**src/hdl/mawf_pkg.sv**
```systemverilog
package mawf_pkg;

  // Default window depth and sample width
  localparam int unsigned WindowDef     = 8;
  localparam int unsigned SampleBitsDef = 24;

  // Zero clamp threshold register
  localparam int unsigned ThrBits  = 23;
  localparam logic [ThrBits-1:0] ThrReset = 23'd500;

  // APB register map
  localparam int unsigned PaddrBits = 3;
  localparam int unsigned PdataBits = 32;
  localparam logic RegIdxThr = 1'b0;

endpackage

```
**src/hdl/mawf_ram.sv**
```systemverilog
module mawf_ram #(
  parameter int unsigned WIDTH  = 24,
  parameter int unsigned DEPTH  = 8,
  parameter int unsigned ADDR_W = (DEPTH > 1) ? $clog2(DEPTH) : 1
) (
  input  logic              clk_i,
  input  logic              we_i,
  input  logic [ADDR_W-1:0] waddr_i,
  input  logic [WIDTH-1:0]  wdata_i,
  input  logic              re_i,
  input  logic [ADDR_W-1:0] raddr_i,
  output logic [WIDTH-1:0]  rdata_o
);

  logic [WIDTH-1:0] mem [DEPTH];
  logic [WIDTH-1:0] rdata_q;

  // Write port
  always_ff @(posedge clk_i) begin
    if (we_i) begin
      mem[waddr_i] <= wdata_i;
    end
  end

  // Registered read port
  always_ff @(posedge clk_i) begin
    if (re_i) begin
      rdata_q <= mem[raddr_i];
    end
  end

  assign rdata_o = rdata_q;

endmodule

```
**src/hdl/moving_average_weight_filter.sv**
```systemverilog
// Boxcar moving average over the last WINDOW valid weight samples. Each beat
// with sample_valid_i high writes the sample into a ring held in a small RAM,
// then the block reads the written entries back one per cycle and adds them
// in a single accumulator, divides the sum by the entry count with a
// restoring divider that produces one quotient bit per cycle, truncates
// toward zero, and forces averages whose magnitude is below the zero clamp
// threshold to zero. A beat with sample_valid_i low repeats the last output
// with updated_o low and changes no state. A valid beat occupies the block
// through the summing pass over the count filled ring entries (at most
// WINDOW) and the divide that follows: the length of the summing pass is set
// by the single RAM read port, that of the divide by the shared subtractor.
// An invalid beat skips both and goes straight to the output state. in_ready_o
// is high only while the block is idle; a result waiting in the output
// register does not block the next input beat.
// Register 0 at byte address 0 is the 23-bit zero clamp threshold (reset 500).
module moving_average_weight_filter
  import mawf_pkg::*;
#(
  parameter int unsigned WINDOW      = WindowDef,
  parameter int unsigned SAMPLE_BITS = SampleBitsDef
) (
  input  logic                   clk_i,
  input  logic                   rst_ni,
  // Input channel
  input  logic                   in_valid_i,
  output logic                   in_ready_o,
  input  logic                   sample_valid_i,
  input  logic [SAMPLE_BITS-1:0] weight_sample_i,
  // Output channel
  output logic                   out_valid_o,
  input  logic                   out_ready_i,
  output logic [SAMPLE_BITS-1:0] filtered_weight_o,
  output logic                   updated_o,
  // Configuration port
  input  logic                   psel,
  input  logic                   penable,
  input  logic                   pwrite,
  input  logic [PaddrBits-1:0]   paddr,
  input  logic [PdataBits-1:0]   pwdata,
  output logic [PdataBits-1:0]   prdata,
  output logic                   pready
);

  localparam int unsigned AW   = (WINDOW > 1) ? $clog2(WINDOW) : 1;
  localparam int unsigned CW   = $clog2(WINDOW + 1);
  localparam int unsigned SUMW = SAMPLE_BITS + CW;
  localparam int unsigned DCW  = $clog2(SUMW + 1);
  localparam int unsigned CMPW = (SUMW > ThrBits) ? SUMW : ThrBits;

  localparam logic [2:0] S_IDLE = 3'd0;
  localparam logic [2:0] S_SUM  = 3'd1;
  localparam logic [2:0] S_DIV  = 3'd2;
  localparam logic [2:0] S_DONE = 3'd3;

  logic [2:0]             state_q, state_d;
  logic [AW-1:0]          wpos_q, wpos_d;
  logic                   full_q, full_d;
  logic [CW-1:0]          cnt_q, cnt_d;
  logic [CW-1:0]          rd_idx_q, rd_idx_d;
  logic                   acc_en_q, acc_en_d;
  logic [DCW-1:0]         div_cnt_q, div_cnt_d;
  logic                   upd_q, upd_d;
  logic [SAMPLE_BITS-1:0] last_q, last_d;
  logic [ThrBits-1:0]     thr_q;
  logic                   out_valid_q, out_valid_d;
  logic [SAMPLE_BITS-1:0] out_data_q, out_data_d;
  logic                   out_upd_q, out_upd_d;

  logic [SUMW-1:0]        sum_q, sum_d;
  logic [SUMW-1:0]        dvd_q, dvd_d;
  logic [CW-1:0]          rem_q, rem_d;
  logic                   neg_q, neg_d;

  logic                   in_fire;
  logic                   ram_we;
  logic                   ram_re;
  logic [SAMPLE_BITS-1:0] ram_rdata;
  logic                   wrap;
  logic [AW-1:0]          wpos_inc;
  logic [CW:0]            trial;
  logic                   trial_ge;
  logic                   slot_free;
  logic [SUMW-1:0]        avg_signed;
  logic                   clamp;
  logic                   cfg_wr;

  // Handshakes
  assign in_ready_o = (state_q == S_IDLE);
  assign in_fire    = in_valid_i && in_ready_o;
  assign slot_free  = !out_valid_q || out_ready_i;
  assign ram_we     = in_fire && sample_valid_i;
  assign ram_re     = (state_q == S_SUM) && (rd_idx_q < cnt_q);

  // Ring position advance
  assign wrap     = (wpos_q == AW'(WINDOW - 1));
  assign wpos_inc = wrap ? '0 : AW'(wpos_q + 1'b1);

  // Divider step: shift one dividend bit into the remainder, trial subtract
  assign trial    = {rem_q, dvd_q[SUMW-1]};
  assign trial_ge = (trial >= {1'b0, cnt_q});

  // Signed average and zero clamp
  assign avg_signed = neg_q ? SUMW'(-dvd_q) : dvd_q;
  assign clamp      = (CMPW'(dvd_q) < CMPW'(thr_q));

  mawf_ram #(
    .WIDTH (SAMPLE_BITS),
    .DEPTH (WINDOW),
    .ADDR_W(AW)
  ) u_ring (
    .clk_i  (clk_i),
    .we_i   (ram_we),
    .waddr_i(wpos_q),
    .wdata_i(weight_sample_i),
    .re_i   (ram_re),
    .raddr_i(rd_idx_q[AW-1:0]),
    .rdata_o(ram_rdata)
  );

  // Sequencer
  always_comb begin
    state_d     = state_q;
    wpos_d      = wpos_q;
    full_d      = full_q;
    cnt_d       = cnt_q;
    rd_idx_d    = rd_idx_q;
    acc_en_d    = 1'b0;
    div_cnt_d   = div_cnt_q;
    upd_d       = upd_q;
    last_d      = last_q;
    out_valid_d = out_valid_q && !out_ready_i;
    out_data_d  = out_data_q;
    out_upd_d   = out_upd_q;
    sum_d       = sum_q;
    dvd_d       = dvd_q;
    rem_d       = rem_q;
    neg_d       = neg_q;

    unique case (state_q)
      S_IDLE: begin
        if (in_fire) begin
          upd_d = sample_valid_i;
          if (sample_valid_i) begin
            wpos_d   = wpos_inc;
            full_d   = full_q || wrap;
            cnt_d    = (full_q || wrap) ? CW'(WINDOW) : CW'(wpos_inc);
            rd_idx_d = '0;
            sum_d    = '0;
            state_d  = S_SUM;
          end else begin
            state_d = S_DONE;
          end
        end
      end
      S_SUM: begin
        if (ram_re) begin
          rd_idx_d = CW'(rd_idx_q + 1'b1);
          acc_en_d = 1'b1;
        end
        if (acc_en_q) begin
          sum_d = sum_q + {{CW{ram_rdata[SAMPLE_BITS-1]}}, ram_rdata};
        end
        if (!ram_re && !acc_en_q) begin
          neg_d     = sum_q[SUMW-1];
          dvd_d     = sum_q[SUMW-1] ? SUMW'(-sum_q) : sum_q;
          rem_d     = '0;
          div_cnt_d = DCW'(SUMW);
          state_d   = S_DIV;
        end
      end
      S_DIV: begin
        rem_d     = trial_ge ? CW'(trial - {1'b0, cnt_q}) : CW'(trial);
        dvd_d     = {dvd_q[SUMW-2:0], trial_ge};
        div_cnt_d = DCW'(div_cnt_q - 1'b1);
        if (div_cnt_q == DCW'(1)) begin
          state_d = S_DONE;
        end
      end
      S_DONE: begin
        if (slot_free) begin
          out_valid_d = 1'b1;
          out_upd_d   = upd_q;
          if (upd_q) begin
            out_data_d = clamp ? '0 : avg_signed[SAMPLE_BITS-1:0];
            last_d     = clamp ? '0 : avg_signed[SAMPLE_BITS-1:0];
          end else begin
            out_data_d = last_q;
          end
          state_d = S_IDLE;
        end
      end
      default: state_d = S_IDLE;
    endcase
  end

  // Control registers
  always_ff @(posedge clk_i or negedge rst_ni) begin
    if (!rst_ni) begin
      state_q     <= S_IDLE;
      wpos_q      <= '0;
      full_q      <= 1'b0;
      cnt_q       <= '0;
      rd_idx_q    <= '0;
      acc_en_q    <= 1'b0;
      div_cnt_q   <= '0;
      upd_q       <= 1'b0;
      last_q      <= '0;
      out_valid_q <= 1'b0;
    end else begin
      state_q     <= state_d;
      wpos_q      <= wpos_d;
      full_q      <= full_d;
      cnt_q       <= cnt_d;
      rd_idx_q    <= rd_idx_d;
      acc_en_q    <= acc_en_d;
      div_cnt_q   <= div_cnt_d;
      upd_q       <= upd_d;
      last_q      <= last_d;
      out_valid_q <= out_valid_d;
    end
  end

  // Datapath registers
  always_ff @(posedge clk_i) begin
    sum_q      <= sum_d;
    dvd_q      <= dvd_d;
    rem_q      <= rem_d;
    neg_q      <= neg_d;
    out_data_q <= out_data_d;
    out_upd_q  <= out_upd_d;
  end

  assign out_valid_o       = out_valid_q;
  assign filtered_weight_o = out_data_q;
  assign updated_o         = out_upd_q;

  // Configuration register
  assign pready = 1'b1;
  assign cfg_wr = psel && penable && pwrite && (paddr[2] == RegIdxThr);

  always_ff @(posedge clk_i or negedge rst_ni) begin
    if (!rst_ni) begin
      thr_q <= ThrReset;
    end else if (cfg_wr) begin
      thr_q <= pwdata[ThrBits-1:0];
    end
  end

  assign prdata = (paddr[2] == RegIdxThr) ? PdataBits'(thr_q) : '0;

  // Checks
  a_hold_matches_last: assert property (@(posedge clk_i) disable iff (!rst_ni)
    (out_valid_o && !updated_o) |-> (filtered_weight_o == last_q))
    else $error("repeated output differs from last average");

  a_read_in_range: assert property (@(posedge clk_i) disable iff (!rst_ni)
    (state_q == S_SUM) |-> (rd_idx_q <= cnt_q && cnt_q != '0))
    else $error("ring read index beyond filled entries");

  a_rem_below_count: assert property (@(posedge clk_i) disable iff (!rst_ni)
    (state_q == S_DIV) |-> (rem_q < cnt_q))
    else $error("divider remainder not below divisor");

  a_count_fits: assert property (@(posedge clk_i) disable iff (!rst_ni)
    cnt_q <= CW'(WINDOW))
    else $error("entry count exceeds window");

  a_sum_to_div: assert property (@(posedge clk_i) disable iff (!rst_ni)
    (state_q == S_SUM && state_d == S_DIV) |-> (rd_idx_q == cnt_q))
    else $error("divide started before all entries were summed");

endmodule
```
**config.mk**
```make
export PLATFORM = sky130hd
export DESIGN_NAME = moving_average_weight_filter
export DESIGN_NICKNAME = d
export VERILOG_FILES = /design/src/hdl/mawf_pkg.sv /design/src/hdl/mawf_ram.sv /design/src/hdl/moving_average_weight_filter.sv
export SDC_FILE = /design/constraint.sdc
export NUM_CORES = 1
export LEC_CHECK = 0
export BUFFER_PORTS_ARGS = -buffer_cell sky130_fd_sc_hd__clkbuf_2
export CAP_MARGIN = 20
export CORE_MARGIN = 8
export CORE_UTILIZATION = 50
export CTS_BUF_LIST = sky130_fd_sc_hd__clkbuf_8
export DETAILED_ROUTE_END_ITERATION = 8
export GPL_ROUTABILITY_DRIVEN = 1
export HOLD_SLACK_MARGIN = 0.12
export PLACE_DENSITY = 0.68
export SYNTH_ARGS = -nofsm -noshare
export SYNTH_HDL_FRONTEND = slang
export SYNTH_SLANG_ARGS = --single-unit
```
**constraint.sdc**
```tcl
create_clock -name clk_i -period 6.6 [get_ports clk_i]
set_input_delay 1.32 -clock clk_i [delete_from_list [all_inputs] [get_ports clk_i]]
set_output_delay 1.32 -clock clk_i [all_outputs]
set_load 0.01 [all_outputs]
```
==> metrics.md, run 1 <==
| Metric | Value |
|---|---|
| Status | finished clean |
| Initial antenna violation count | 1 |
| First-pass GRT wire length | around 57000 um |
| Part of the power in registers | 41.6% |
| H-tree depth | 2 |
| Synth area leader | edfxtp_1 |
| CTS Root Buffer Type | clkbuf_8 |
| CP max-delay cell | edfxtp_1 |
| Routability cong. | 0.847 |
| CP max stage delay | 540 ps |
| Fin crit period | 3490 ps |
| Hold buffers post-CTS | 0 |
| Synth cell types | 64 |
| Vias in the first global route | 10.8k |
| Ratio of cells with drive above 1 in the final layout | approximately 23% |
| Synth Cell Area | 0.0177 sq mm |
| Post-synth EDFFs | between 300 and 400 |
| Critical Path Fanout Max | 30 |
| Worst setup margin | 3110 ps |
| ANT cells | 0 |
| Synth Warn # | 0 |
| Worst-path clk slew | 60 ps |
| Max Freq | between 0.2 and 0.3 GHz |
| Crit path arrival time | 3830 ps |
| Max_slew headroom | 35.8% |
| CP endpoint kind | flip-flop |
| Pins Over Slew Limit | 0 |
| Die Ht | 204 um |
| Die area | 0.0416 sq mm |
| Post-Layout Inst Area | just under 0.02 sq mm |
| Worst-margin pin slew | 963 ps |
| Crit-path cells | ha_1 -> a21oi_1 -> o21ai_0 -> a2111oi_0 -> o21ai_0 -> a31oi_4 -> buf_4 -> nor2_1 -> mux2_2 |
| Maximum VDD drop | ~230 uV |
| Pre-CTS worst setup slack | 2900 ps |
| Mean post-synth cell area | around 14 sq um |
| I/O pins | 127 |
| CP Class | reg -> reg |
| Post-route antenna net violation count | 0 |
| Area Overhead vs Synth | 12.0% |
| CP required | 6940 ps |
| Met2 Use GR | about 28% |
| Switch Pwr | 3.39 mW |
| Tot GR Track Use | 17.0% |
| Postcts setup bufs | 0 |
| Core outline area | 0.0352 sq mm |
| Clock share of power | 18.8% |
| Met1 Use GR | a little over a fifth |
| RSZ-0062 raised after global routing | false |
| Min-delay worst type | reg -> reg |
| Mapped Cells | between 1k and 1.5k |
| Layout Utilization | between 50% and 60% |
| Most used cell, CP | o21ai_0 |
| DRC viols | 0 |
| Final setup vio count | 0 |
| Largest cells by area after synthesis | edfxtp_1 (51%), dfrtp_1 (8.8%), mux4_2 (6.1%) |
| Placed Area | around 0.019 sq mm |
| GR peak layer | met2 |
| Num CTS Buffers | 57 |
| Final worst-path cycle share | 52.9% |
| Setup crit start kind | flip-flop |
| Register area share after synthesis | 61.0% |
| Total grt overflow | 0 |
| Pwr/cell area | 464 mW/mm^2 |
| Routed vias/inst | around 5.5 |
| Clock Latency Late Sink | 620 ps |
| Top_reg_cell synth | edfxtp_1 |
| Die X | 204 um |
| Setup TNS Final | 0 ps |
| CTS resizes | 0 |
| Layout Nets | about 1.6k |
| CTS max path bufs | 3 |
| Clk sinks | 370 |
| Pint | 5.79 mW |
| WL/cell | 18.5 um |
| Met3 Usage GRT | approximately 3.5% |
| Lkg Pwr | ~7.5 nW |
| 1st-pass router iterations | 4 |
| Post-synthesis register bit count | 370 |
| CP Buf/Inv Count | 1 |
| Comb pwr share | about two fifths |
| Largest net degree at the start of global routing | 69 |
| DR vias | roughly 11k |
| Endpoints failing hold | 0 |
| Skew final | around 32 ps |
| Site Rows | 69 |
| Sw frac | 36.9% |
| Max-cap violations | 0 |
| Initial core utilization | between 50% and 60% |
| Post-synth ARST share | 18.4% |
| Dpl hpwl | 23800 um |
| Critical path's top delay family | compound AO/OA/AOI/OAI gates |
| CTS tree | built |
| Buffers added on ports | 105 |
| Share of the synthesized area in the top cell type | 51.3% |
| DRT Wirelength | roughly 36000 um |
| Initial drt markers | 582 |
-- routing by layer --
layer  routed length (um)  vias up
met5                   13        -
met4                  905        2
met3                 1880       68
met2                17000      238
met1                15700     5112
li1                     -     5120
-- worst paths after layout --
path                       depth (start not counted)  startpoint               endpoint  slack, ps
max                                                9    dvd_q[9]  filtered_weight_o[19]       3110
min                                                2  last_q[10]             last_q[10]        470
max reg2reg                                        9    dvd_q[9]  filtered_weight_o[19]       3110
min reg2reg                                        2  last_q[10]             last_q[10]        470
max in group asynchronous                          2      rst_ni            rd_idx_q[0]       4950
min in group asynchronous                          2      rst_ni              thr_q[22]        950
-- flip-flops by register name, summed over array words and instances, names as in the netlist --
register           flops
last_q                24
updated_o              1
wpos_q                 3
thr_q                 23
acc_en_q               1
upd_q                  1
cnt_q                  3
out_valid_o            1
div_cnt_q              5
rem_q                  4
rd_idx_q               4
full_q                 1
u_ring.rdata_o        24
filtered_weight_o     24
dvd_q                 28
state_q                2
neg_q                  1
sum_q                 28
u_ring.mem           192
-- cell usage in the layout (no fill, tap or decap), types with 5 or more instances in the layout --
cell | synthesis | routed
a211oi_1 | 7 | 7
a21o_1 | 15 | 15
a21oi_1 | 39 | 38
buf_4 | 10 | 14
clkbuf_2 | 0 | 104
clkbuf_8 | 0 | 60
clkinv_1 | 1 | 10
clkinv_2 | 0 | 5
conb_1 | 2 | 10
dfrtp_1 | 62 | 59
dfstp_2 | 6 | 6
edfxtp_1 | 302 | 302
ha_1 | 68 | 67
inv_1 | 48 | 66
mux2_2 | 71 | 71
mux2i_1 | 13 | 13
mux4_2 | 48 | 48
nand2_1 | 124 | 124
nand2b_1 | 13 | 13
nand3_1 | 9 | 9
nand4_1 | 10 | 10
nor2_1 | 103 | 100
nor2b_1 | 8 | 8
nor3_1 | 21 | 17
nor3_2 | 1 | 5
o21ai_0 | 67 | 67
o21ai_1 | 9 | 8
o31ai_1 | 37 | 37
o41ai_1 | 9 | 9
or3_1 | 5 | 5
or4_1 | 7 | 7
xnor2_1 | 17 | 17
xor2_1 | 54 | 54
-- worst min-delay path: stages, from the launching register on --
cell     delay, ps
dfrtp_1        340
nand2_1         50
o31ai_1         50
-- final cells by class --
class	instances	area [sq um]
Sequential cell	370	10800
Timing Repair Buffer	122	706
Multi-Input combinational cell	826	6530
Inverter	49	184
Fill cell	2856	15400
Clock buffer	60	826
Clock inverter	35	181
Tap cell	461	577
-- synthesized netlist by cell type (39+ instances only) --
master and n:
dfrtp_1 62, mux2_2 71, nand2_1 124, clkbuf_1 44
nor2_1 103, mux4_2 48, inv_1 48, o21ai_0 67
a21oi_1 39, xor2_1 54, ha_1 68, edfxtp_1 302
-- stage by stage --
step | std cells | hold slack, ps | power (mW)
floorplan | 1311 | 423 | 6.49
global placement | 1825 | 455 | 7.38
detailed placement | 1825 | 463 | 7.47
CTS | 1920 | 476 | 9.22
global route | 1923 | 494 | 9.86
finish | 1923 | 473 | 9.18
-- power groups by stage --
stage	sequential (mW)	clock (mW)	combinational, mW
finish	3.82	1.72	3.63
global route	3.89	1.87	4.10
CTS	3.91	1.78	3.54
detailed placement	3.95	0	3.52
global placement	3.92	0	3.46
floorplan	3.67	0	2.82
-- cells by family (layout without fill, tap and decap cells) --
kind of cell,count (synthesis),after routing,share of synthesized area (%)
DFF,370,370,61.0
and+or+nand+nor,325,325,8.41
AOI/OAI and AO/OA,218,218,7.93
muxes,132,132,11.4
buffers and inverters,115,266,2.69
xor gates and xnor gates,71,71,3.52
adders and majority gates,70,70,5.04
other,2,10,0.0425
Note: power is estimated with default switching activity, not from simulation.
==> run 2, diff against run 1 <==
==> constraint.sdc (replaced) <==
create_clock -name clk_i -period 3.5 [get_ports clk_i]
set_input_delay 0.7 -clock clk_i [delete_from_list [all_inputs] [get_ports clk_i]]
set_output_delay 0.7 -clock clk_i [all_outputs]
set_load 0.01 [all_outputs]
==> metrics.md, run 2 (synthesis results as in run 1) <==
| Metric | Value |
|---|---|
| Status | finished clean |
| Commonest cells after routing, fill and taps aside | edfxtp_1 (302), nand2_1 (124), clkbuf_2 (104) |
| Largest net degree at the start of global routing | 65 (-5.8%) |
| Post-route antenna net violation count | 0 (unchanged) |
| Tot GR Track Use | 17.2% (+0.19 points) |
| Switch Pwr | 6.42 mW (+90%) |
| R2R Path Start | sum_q[6] |
| Fin crit period | 2910 ps (-579 ps) |
| Comb pwr share | 39.3% (-0.3 points) |
| Clock Latency Late Sink | 610 ps (about the same) |
| Endpoints failing hold | 0 (unchanged) |
| CTS max path bufs | 3 (unchanged) |
| Layout Nets | 1576 (+0.83%) |
| Initial drt markers | 678 (+16%) |
| First-pass GRT wire length | 57400 um (+0.96%) |
| Largest registers | u_ring.mem (192), dvd_q (28), sum_q (28) |
| Dpl hpwl | 24100 um (+1.2%) |
| Postcts setup bufs | 0 (unchanged) |
| Part of the power in registers | 41.4% (-0.2 points) |
| Top reg by flops | u_ring.mem |
| Setup crit start kind | flip-flop |
| Max Freq | 0.343 GHz (+20%) |
| Site Rows | 69 (unchanged) |
| DR vias | 10.7k (+1.3%) |
| Total grt overflow | 0 (unchanged) |
| Post-Layout Inst Area | 0.0199 sq mm (+0.64%) |
| Crit-path cells | ha_1 -> a2111oi_0 -> a2bb2oi_1 -> a21boi_0 -> o21ai_0 -> buf_4 -> a31oi_1 -> mux2i_1 |
| Critical R2R Capture | sum_q[23] |
| Pins Over Slew Limit | 0 (unchanged) |
| ANT cells | 0 (unchanged) |
| Die X | 204 um (unchanged) |
| Worst-margin pin slew | 988 ps (+24.3 ps) |
| Clk sinks | 370 (unchanged) |
| Ratio of cells with drive above 1 in the final layout | 24.0% (+0.82 points) |
| Worst-path clk slew | 60 ps (about the same) |
| Critical Path Fanout Max | 5 (-83%) |
| Max_slew headroom | 34.2% (-1.6 points) |
| CP required | 3850 ps (-3090 ps) |
| CTS tree | built |
| Vias in the first global route | 10.9k (+1.5%) |
| Max-cap violations | 0 (unchanged) |
| Routability cong. | 0.878 (+3.6%) |
| DRC viols | 0 (unchanged) |
| Worst Reg-to-Reg Cells | 8 (-1) |
| CP Class | reg -> reg |
| Die area | 0.0416 sq mm (unchanged) |
| CTS resizes | 0 (unchanged) |
| Initial core utilization | 50.2% (unchanged) |
| I/O pins | 127 (unchanged) |
| Clock share of power | 19.4% (+0.6 points) |
| R2r setup slk | 590 ps (-2520 ps) |
| Pwr/cell area | 876 mW/mm^2 (+89%) |
| CP max stage delay | 480 ps (-60 ps) |
| CTS Root Buffer Type | clkbuf_8 |
| Final worst-path cycle share | 83.2% (+30 points) |
| Die Ht | 204 um (unchanged) |
| Placed Area | 0.0188 sq mm (+0.69%) |
| Pint | 11.0 mW (+90%) |
| Hold buffers post-CTS | 0 (unchanged) |
| H-tree depth | 2 (unchanged) |
| RSZ-0062 raised after global routing | false |
| WL/cell | 18.6 um (+0.72%) |
| Final setup vio count | 0 (unchanged) |
| Initial antenna violation count | 0 (-1) |
| Tot Pwr | 17.4 mW (+90%) |
| Buffers added on ports | 105 (unchanged) |
| Lkg Pwr | 7.55 nW (+0.98%) |
| Area Overhead vs Synth | 12.7% |
| DRT Wirelength | 36100 um (+1.6%) |
| Most common cell after layout, fill and taps aside | edfxtp_1 |
| Skew final | 18.7 ps (-13.7 ps) |
| Max reg flops | 192 (unchanged) |
| Num CTS Buffers | 59 (+3.5%) |
| Sw frac | 36.8% (-0.075 points) |
| Core outline area | 0.0352 sq mm (unchanged) |
| Crit path arrival time | 3260 ps (-570 ps) |
| Min-delay worst type | in -> async |
| Maximum VDD drop | 433 uV (+84%) |
| 1st-pass router iterations | 5 (+1) |
| Routed vias/inst | 5.50 (+0.40%) |
| CP max-delay cell | edfxtp_1 |
| CP endpoint kind | flip-flop |
## run 2: critical path: cells and delay by family, from the launching register on
kind	cells	cell delay, ps
muxes	1	100
buffers and inverters	1	190
DFF	1	480
AOI/OAI and AO/OA	5	1450
adders and majority gates	1	410
## run 2: final cells by class
cell class	count	area [sq um]
fill	2854	15300
sequential	370	10800
multi-input combinational	826	6530
clock buffer	64	881
timing repair buffer	133	761
tap	461	577
clock inverter	37	199
inverter	49	184
## run 2: metal layers
metal / part of all wire [%] / vias to the layer above / GRT usage, %
met5: 0 / - / 0
met4: 2.4 / 0 / 5.63
met3: 5.4 / 69 / 3.65
met2: 48 / 240 / 28.7
met1: 45 / 5212 / 22.2
li1: - / 5155 / -
## run 2: power by group through the flow
stage / clock (mW) / combinational (mW) / sequential, mW
after floorplan: 0 / 5.33 / 6.92
after global placement: 0 / 6.72 / 7.26
after detailed placement: 0 / 6.87 / 7.31
after CTS: 3.49 / 6.91 / 7.22
after global routing: 3.66 / 7.68 / 7.36
final: 3.37 / 6.85 / 7.22
## run 2: through the flow
stage               hold WS, ps  cells  util (%)  setup slack, ps  setup TNS, ps
floorplan                   404   1311         -             -104          -7480
global placement            455   1839      53.5              626              0
detailed placement          463   1839      53.5              573              0
CTS                         157   1940      56.5              544              0
global route                214   1940      56.5              350              0
finish                      183   1940      56.5              589              0
## run 2: worst max path at each step
| stage | start | to | cells after the start |
|---|---|---|---|
| floorplan | state_q[0] | u_ring.mem[2][0] | 6 |
| global placement | dvd_q[0] | filtered_weight_o[20] | 9 |
| detailed placement | dvd_q[0] | filtered_weight_o[20] | 9 |
| CTS | dvd_q[0] | filtered_weight_o[20] | 9 |
| global route | sum_q[6] | sum_q[27] | 7 |
| finish | sum_q[6] | sum_q[23] | 8 |
==> run 3, diff against run 2 <==
--- a/config.mk
+++ b/config.mk
@@ -5,6 +5,7 @@
 export SDC_FILE = /design/constraint.sdc
 export NUM_CORES = 1
 export LEC_CHECK = 0
+export ABC_AREA = 1
 export BUFFER_PORTS_ARGS = -buffer_cell sky130_fd_sc_hd__clkbuf_2
 export CAP_MARGIN = 20
 export CORE_MARGIN = 8
@@ -13,7 +14,7 @@
 export DETAILED_ROUTE_END_ITERATION = 8
 export GPL_ROUTABILITY_DRIVEN = 1
 export HOLD_SLACK_MARGIN = 0.12
-export PLACE_DENSITY = 0.68
+export PLACE_DENSITY = 0.71
 export SYNTH_ARGS = -nofsm -noshare
 export SYNTH_HDL_FRONTEND = slang
 export SYNTH_SLANG_ARGS = --single-unit
==> constraint.sdc (replaced) <==
create_clock -name clk_i -period 2.5 [get_ports clk_i]
set_input_delay 0.5 -clock clk_i [delete_from_list [all_inputs] [get_ports clk_i]]
set_output_delay 0.5 -clock clk_i [all_outputs]
set_load 0.01 [all_outputs]
==> metrics.md, run 3 <==
| Metric | Value |
|---|---|
| Core outline area | 0.0364 sq mm (+3.4%) |
| CP Buf/Inv Count | 1 (unchanged) |
| CP required | 2900 ps (-950 ps) |
| Clk sinks | 370 (unchanged) |
| H-tree depth | 2 (unchanged) |
| Area Overhead vs Synth | 16.0% |
| CTS Root Buffer Type | clkbuf_8 |
| First-pass GRT wire length | 70200 um (+22%) |
| Buffers added on ports | 105 (unchanged) |
| Pint | 14.7 mW (+34%) |
| Synth cell types | 53 (-17%) |
| Initial drt markers | 1079 (+59%) |
| Pwr/cell area | 1170 mW/mm^2 (+34%) |
| RSZ-0062 raised after global routing | false |
| Lkg Pwr | 8.85 nW (+17%) |
| I/O pins | 127 (unchanged) |
| Share of the synthesized area in the top cell type | 49.2% (-2.2 points) |
| ANT cells | 0 (unchanged) |
| Critical path's top delay family | adder cells |
| Synth area leader | edfxtp_1 |
| Clock share of power | 19.8% (+0.4 points) |
| Min-delay worst type | in -> reg |
| CP max-delay cell | edfxtp_1 |
| Commonest cells in the netlist | nor2_1 (359), nand2_1 (332), edfxtp_1 (302), o21ai_0 (177), inv_1 (143) |
| Part of the power in registers | 37.7% (-3.7 points) |
| Synth Warn # | 0 (unchanged) |
| Routability cong. | 0.926 (+5.5%) |
| Die X | 208 um (+2.0%) |
| Initial antenna violation count | 1 (+1) |
| Sw frac | 41.2% (+4.4 points) |
| Fin crit period | 2300 ps (-606 ps) |
| Max reg flops | 192 (unchanged) |
| Clock Latency Late Sink | 660 ps (+50 ps) |
| Largest registers | u_ring.mem (192), dvd_q (28), sum_q (28) |
| Post-synthesis register bit count | 370 (unchanged) |
| DR vias | 14.1k (+32%) |
| Post-route antenna net violation count | 0 (unchanged) |
| CTS tree | built |
| CP max stage delay | 420 ps (-60 ps) |
| Postcts setup bufs | 0 (unchanged) |
| Tot GR Track Use | 19.8% (+2.6 points) |
| Top_reg_cell synth | edfxtp_1 |
| Mapped Cells | 1923 (+48%) |
| DRC viols | 0 (unchanged) |
| Most common cell after layout, fill and taps aside | nor2_1 |
| Worst-margin pin slew | 505 ps (-482 ps) |
| Setup TNS Final | 0 ps (unchanged) |
| Mean post-synth cell area | 9.59 sq um (-29%) |
| Post-synth EDFFs | 302 (unchanged) |
| Post-Layout Inst Area | 0.0214 sq mm (+7.4%) |
| CP endpoint kind | flip-flop |
| Hold Slack | 212 ps (+29.1 ps) |
| CP Class | reg -> reg |
| Num CTS Buffers | 60 (+1.7%) |
| Dpl hpwl | 29000 um (+20%) |
| Vias in the first global route | 13.8k (+26%) |
| Setup crit start kind | flip-flop |
| Max-cap violations | 0 (unchanged) |
| Most used cell, CP | nand2_1 |
| Critical Path Fanout Max | 5 (unchanged) |
| Crit path arrival time | 2710 ps (-550 ps) |
| Final worst-path cycle share | 92.2% (+9.0 points) |
| Site Rows | 70 (+1.4%) |
| DRT Wirelength | 43600 um (+21%) |
| Switch Pwr | 10.3 mW (+61%) |
| Comb pwr share | 42.5% (+3.2 points) |
| Synth Cell Area | 0.0185 sq mm (+4.4%) |
| Max_slew headroom | 65.9% (+32 points) |
| Die area | 0.0433 sq mm (+4.1%) |
| Crit-path cells | ha_2 -> fa_2 -> nand2_1 -> nand2_1 -> o21ai_0 -> inv_1 -> nand2_1 -> nand2_1 -> nand2_1 -> nand2_1 -> o21ai_0 -> a21oi_1 |
| 1st-pass router iterations | 5 (unchanged) |
| Routed vias/inst | 5.38 (-2.2%) |
| Initial core utilization | 50.6% (+0.47 points) |
| Largest net degree at the start of global routing | 100 (+54%) |
| Top reg by flops | u_ring.mem |
| Max Freq | 0.434 GHz (+26%) |
| Most common cell in the netlist | nor2_1 |
| WL/cell | 16.6 um (-11%) |
| Endpoints failing hold | 0 (unchanged) |
| Die Ht | 208 um (+2.0%) |
| Placed Area | 0.0198 sq mm (+5.0%) |
| Status | finished clean |
| Register area share after synthesis | 58.4% (-2.6 points) |
| Layout Nets | 2249 (+43%) |
| Largest cells by area after synthesis | edfxtp_1 (49%), dfrtp_1 (8.4%), nor2_1 (7.3%) |
| Ratio of cells with drive above 1 in the final layout | 14.2% (-9.8 points) |
| Final setup vio count | 0 (unchanged) |
| Pins Over Slew Limit | 0 (unchanged) |
| Commonest cells after routing, fill and taps aside | nor2_1 (351), nand2_1 (332), edfxtp_1 (302) |
| Post-synth ARST share | 18.4% (unchanged) |
| Maximum VDD drop | 771 uV (+78%) |
| CTS max path bufs | 3 (unchanged) |
| Worst-path clk slew | 60 ps (about the same) |
| Skew final | 26.1 ps (+7.44 ps) |
| Total grt overflow | 0 (unchanged) |
## run 3: layout make-up
cell class                      count  area (sq um)
Fill cell                        3125         15000
Clock buffer                       63           867
Sequential cell                   370         10800
Clock inverter                     43           265
Multi-Input combinational cell   1332          6800
Tap cell                          468           586
Timing Repair Buffer              196          1530
Inverter                          152           571
## run 3: metal layers
| metal | GRT usage [%] | up-vias | part of all wire, % |
|---|---|---|---|
| met5 | 0 | - | 0.030 |
| met4 | 8.69 | 2 | 3.5 |
| met1 | 23.9 | 6658 | 42 |
| met3 | 3.70 | 92 | 5.7 |
| li1 | - | 6972 | - |
| met2 | 34.2 | 399 | 48 |
## run 3: path summary, 6_finish.rpt
| check | startpoint | end | slack (ps) | cells past startpoint |
|---|---|---|---|---|
| setup / recovery | sum_q[0] | sum_q[12] | 200 | 12 |
| hold / removal | in_valid_i | upd_q | 210 | 4 |
| max in group asynchronous | rst_ni | last_q[10] | 1760 | 3 |
| min in group asynchronous | rst_ni | thr_q[3] | 410 | 3 |
| hold reg to reg | last_q[15] | last_q[15] | 480 | 2 |
| setup reg to reg | sum_q[0] | sum_q[12] | 200 | 12 |
## run 3: cell families after synthesis
kind of cell / count (synthesis) / share of synthesized area (%)
flops: 370 / 58.4
xor+xnor: 17 / 0.807
fa+ha+maj: 70 / 4.83
other cells: 2 / 0.0407
compound gates: 388 / 11.5
simple gates: 847 / 19.4
buf+inv: 229 / 5.10
## run 3: worst register-to-register path: cells and delay by family, from the launching register on
kind                     cells  cell delay [ps]
AND/OR/NAND/NOR              6              500
AO/OA/AOI/OAI                3              370
adder cells (fa/ha/maj)      2              620
flip-flops                   1              420
buffers and inverters        1              140
## run 3: power by group through the flow
stage          logic, mW  clock network [mW]  registers (mW)
2_1_floorplan       7.43                   0            9.35
4_1_cts             10.6                5.08            9.45
6_report            10.6                4.95            9.45
3_3_place_gp        10.3                   0            9.53
3_5_place_dp        10.5                   0            9.57
5_1_grt             12.1                5.33            9.59
## run 3: timing repair
| item | 4_1_cts | 5_1_grt |
|---|---|---|
| hold buffers | 49 | 0 |
| endpoints found under the setup margin | 0 | 3 |
| gates resized for setup | 0 | 2 |
| endpoints found under the hold margin | 278 | 0 |
## run 3: per-stage QoR
stage | power (mW) | util (%) | std cells | setup WS [ps]
after floorplan | 16.8 | - | 1931 | -305
after global placement | 19.8 | 54.3 | 2469 | 122
after detailed placement | 20.1 | 54.3 | 2469 | 117
after CTS | 25.2 | 58.7 | 2624 | 82.4
after global routing | 27.0 | 58.7 | 2624 | 28.4
final | 25.0 | 58.7 | 2624 | 195
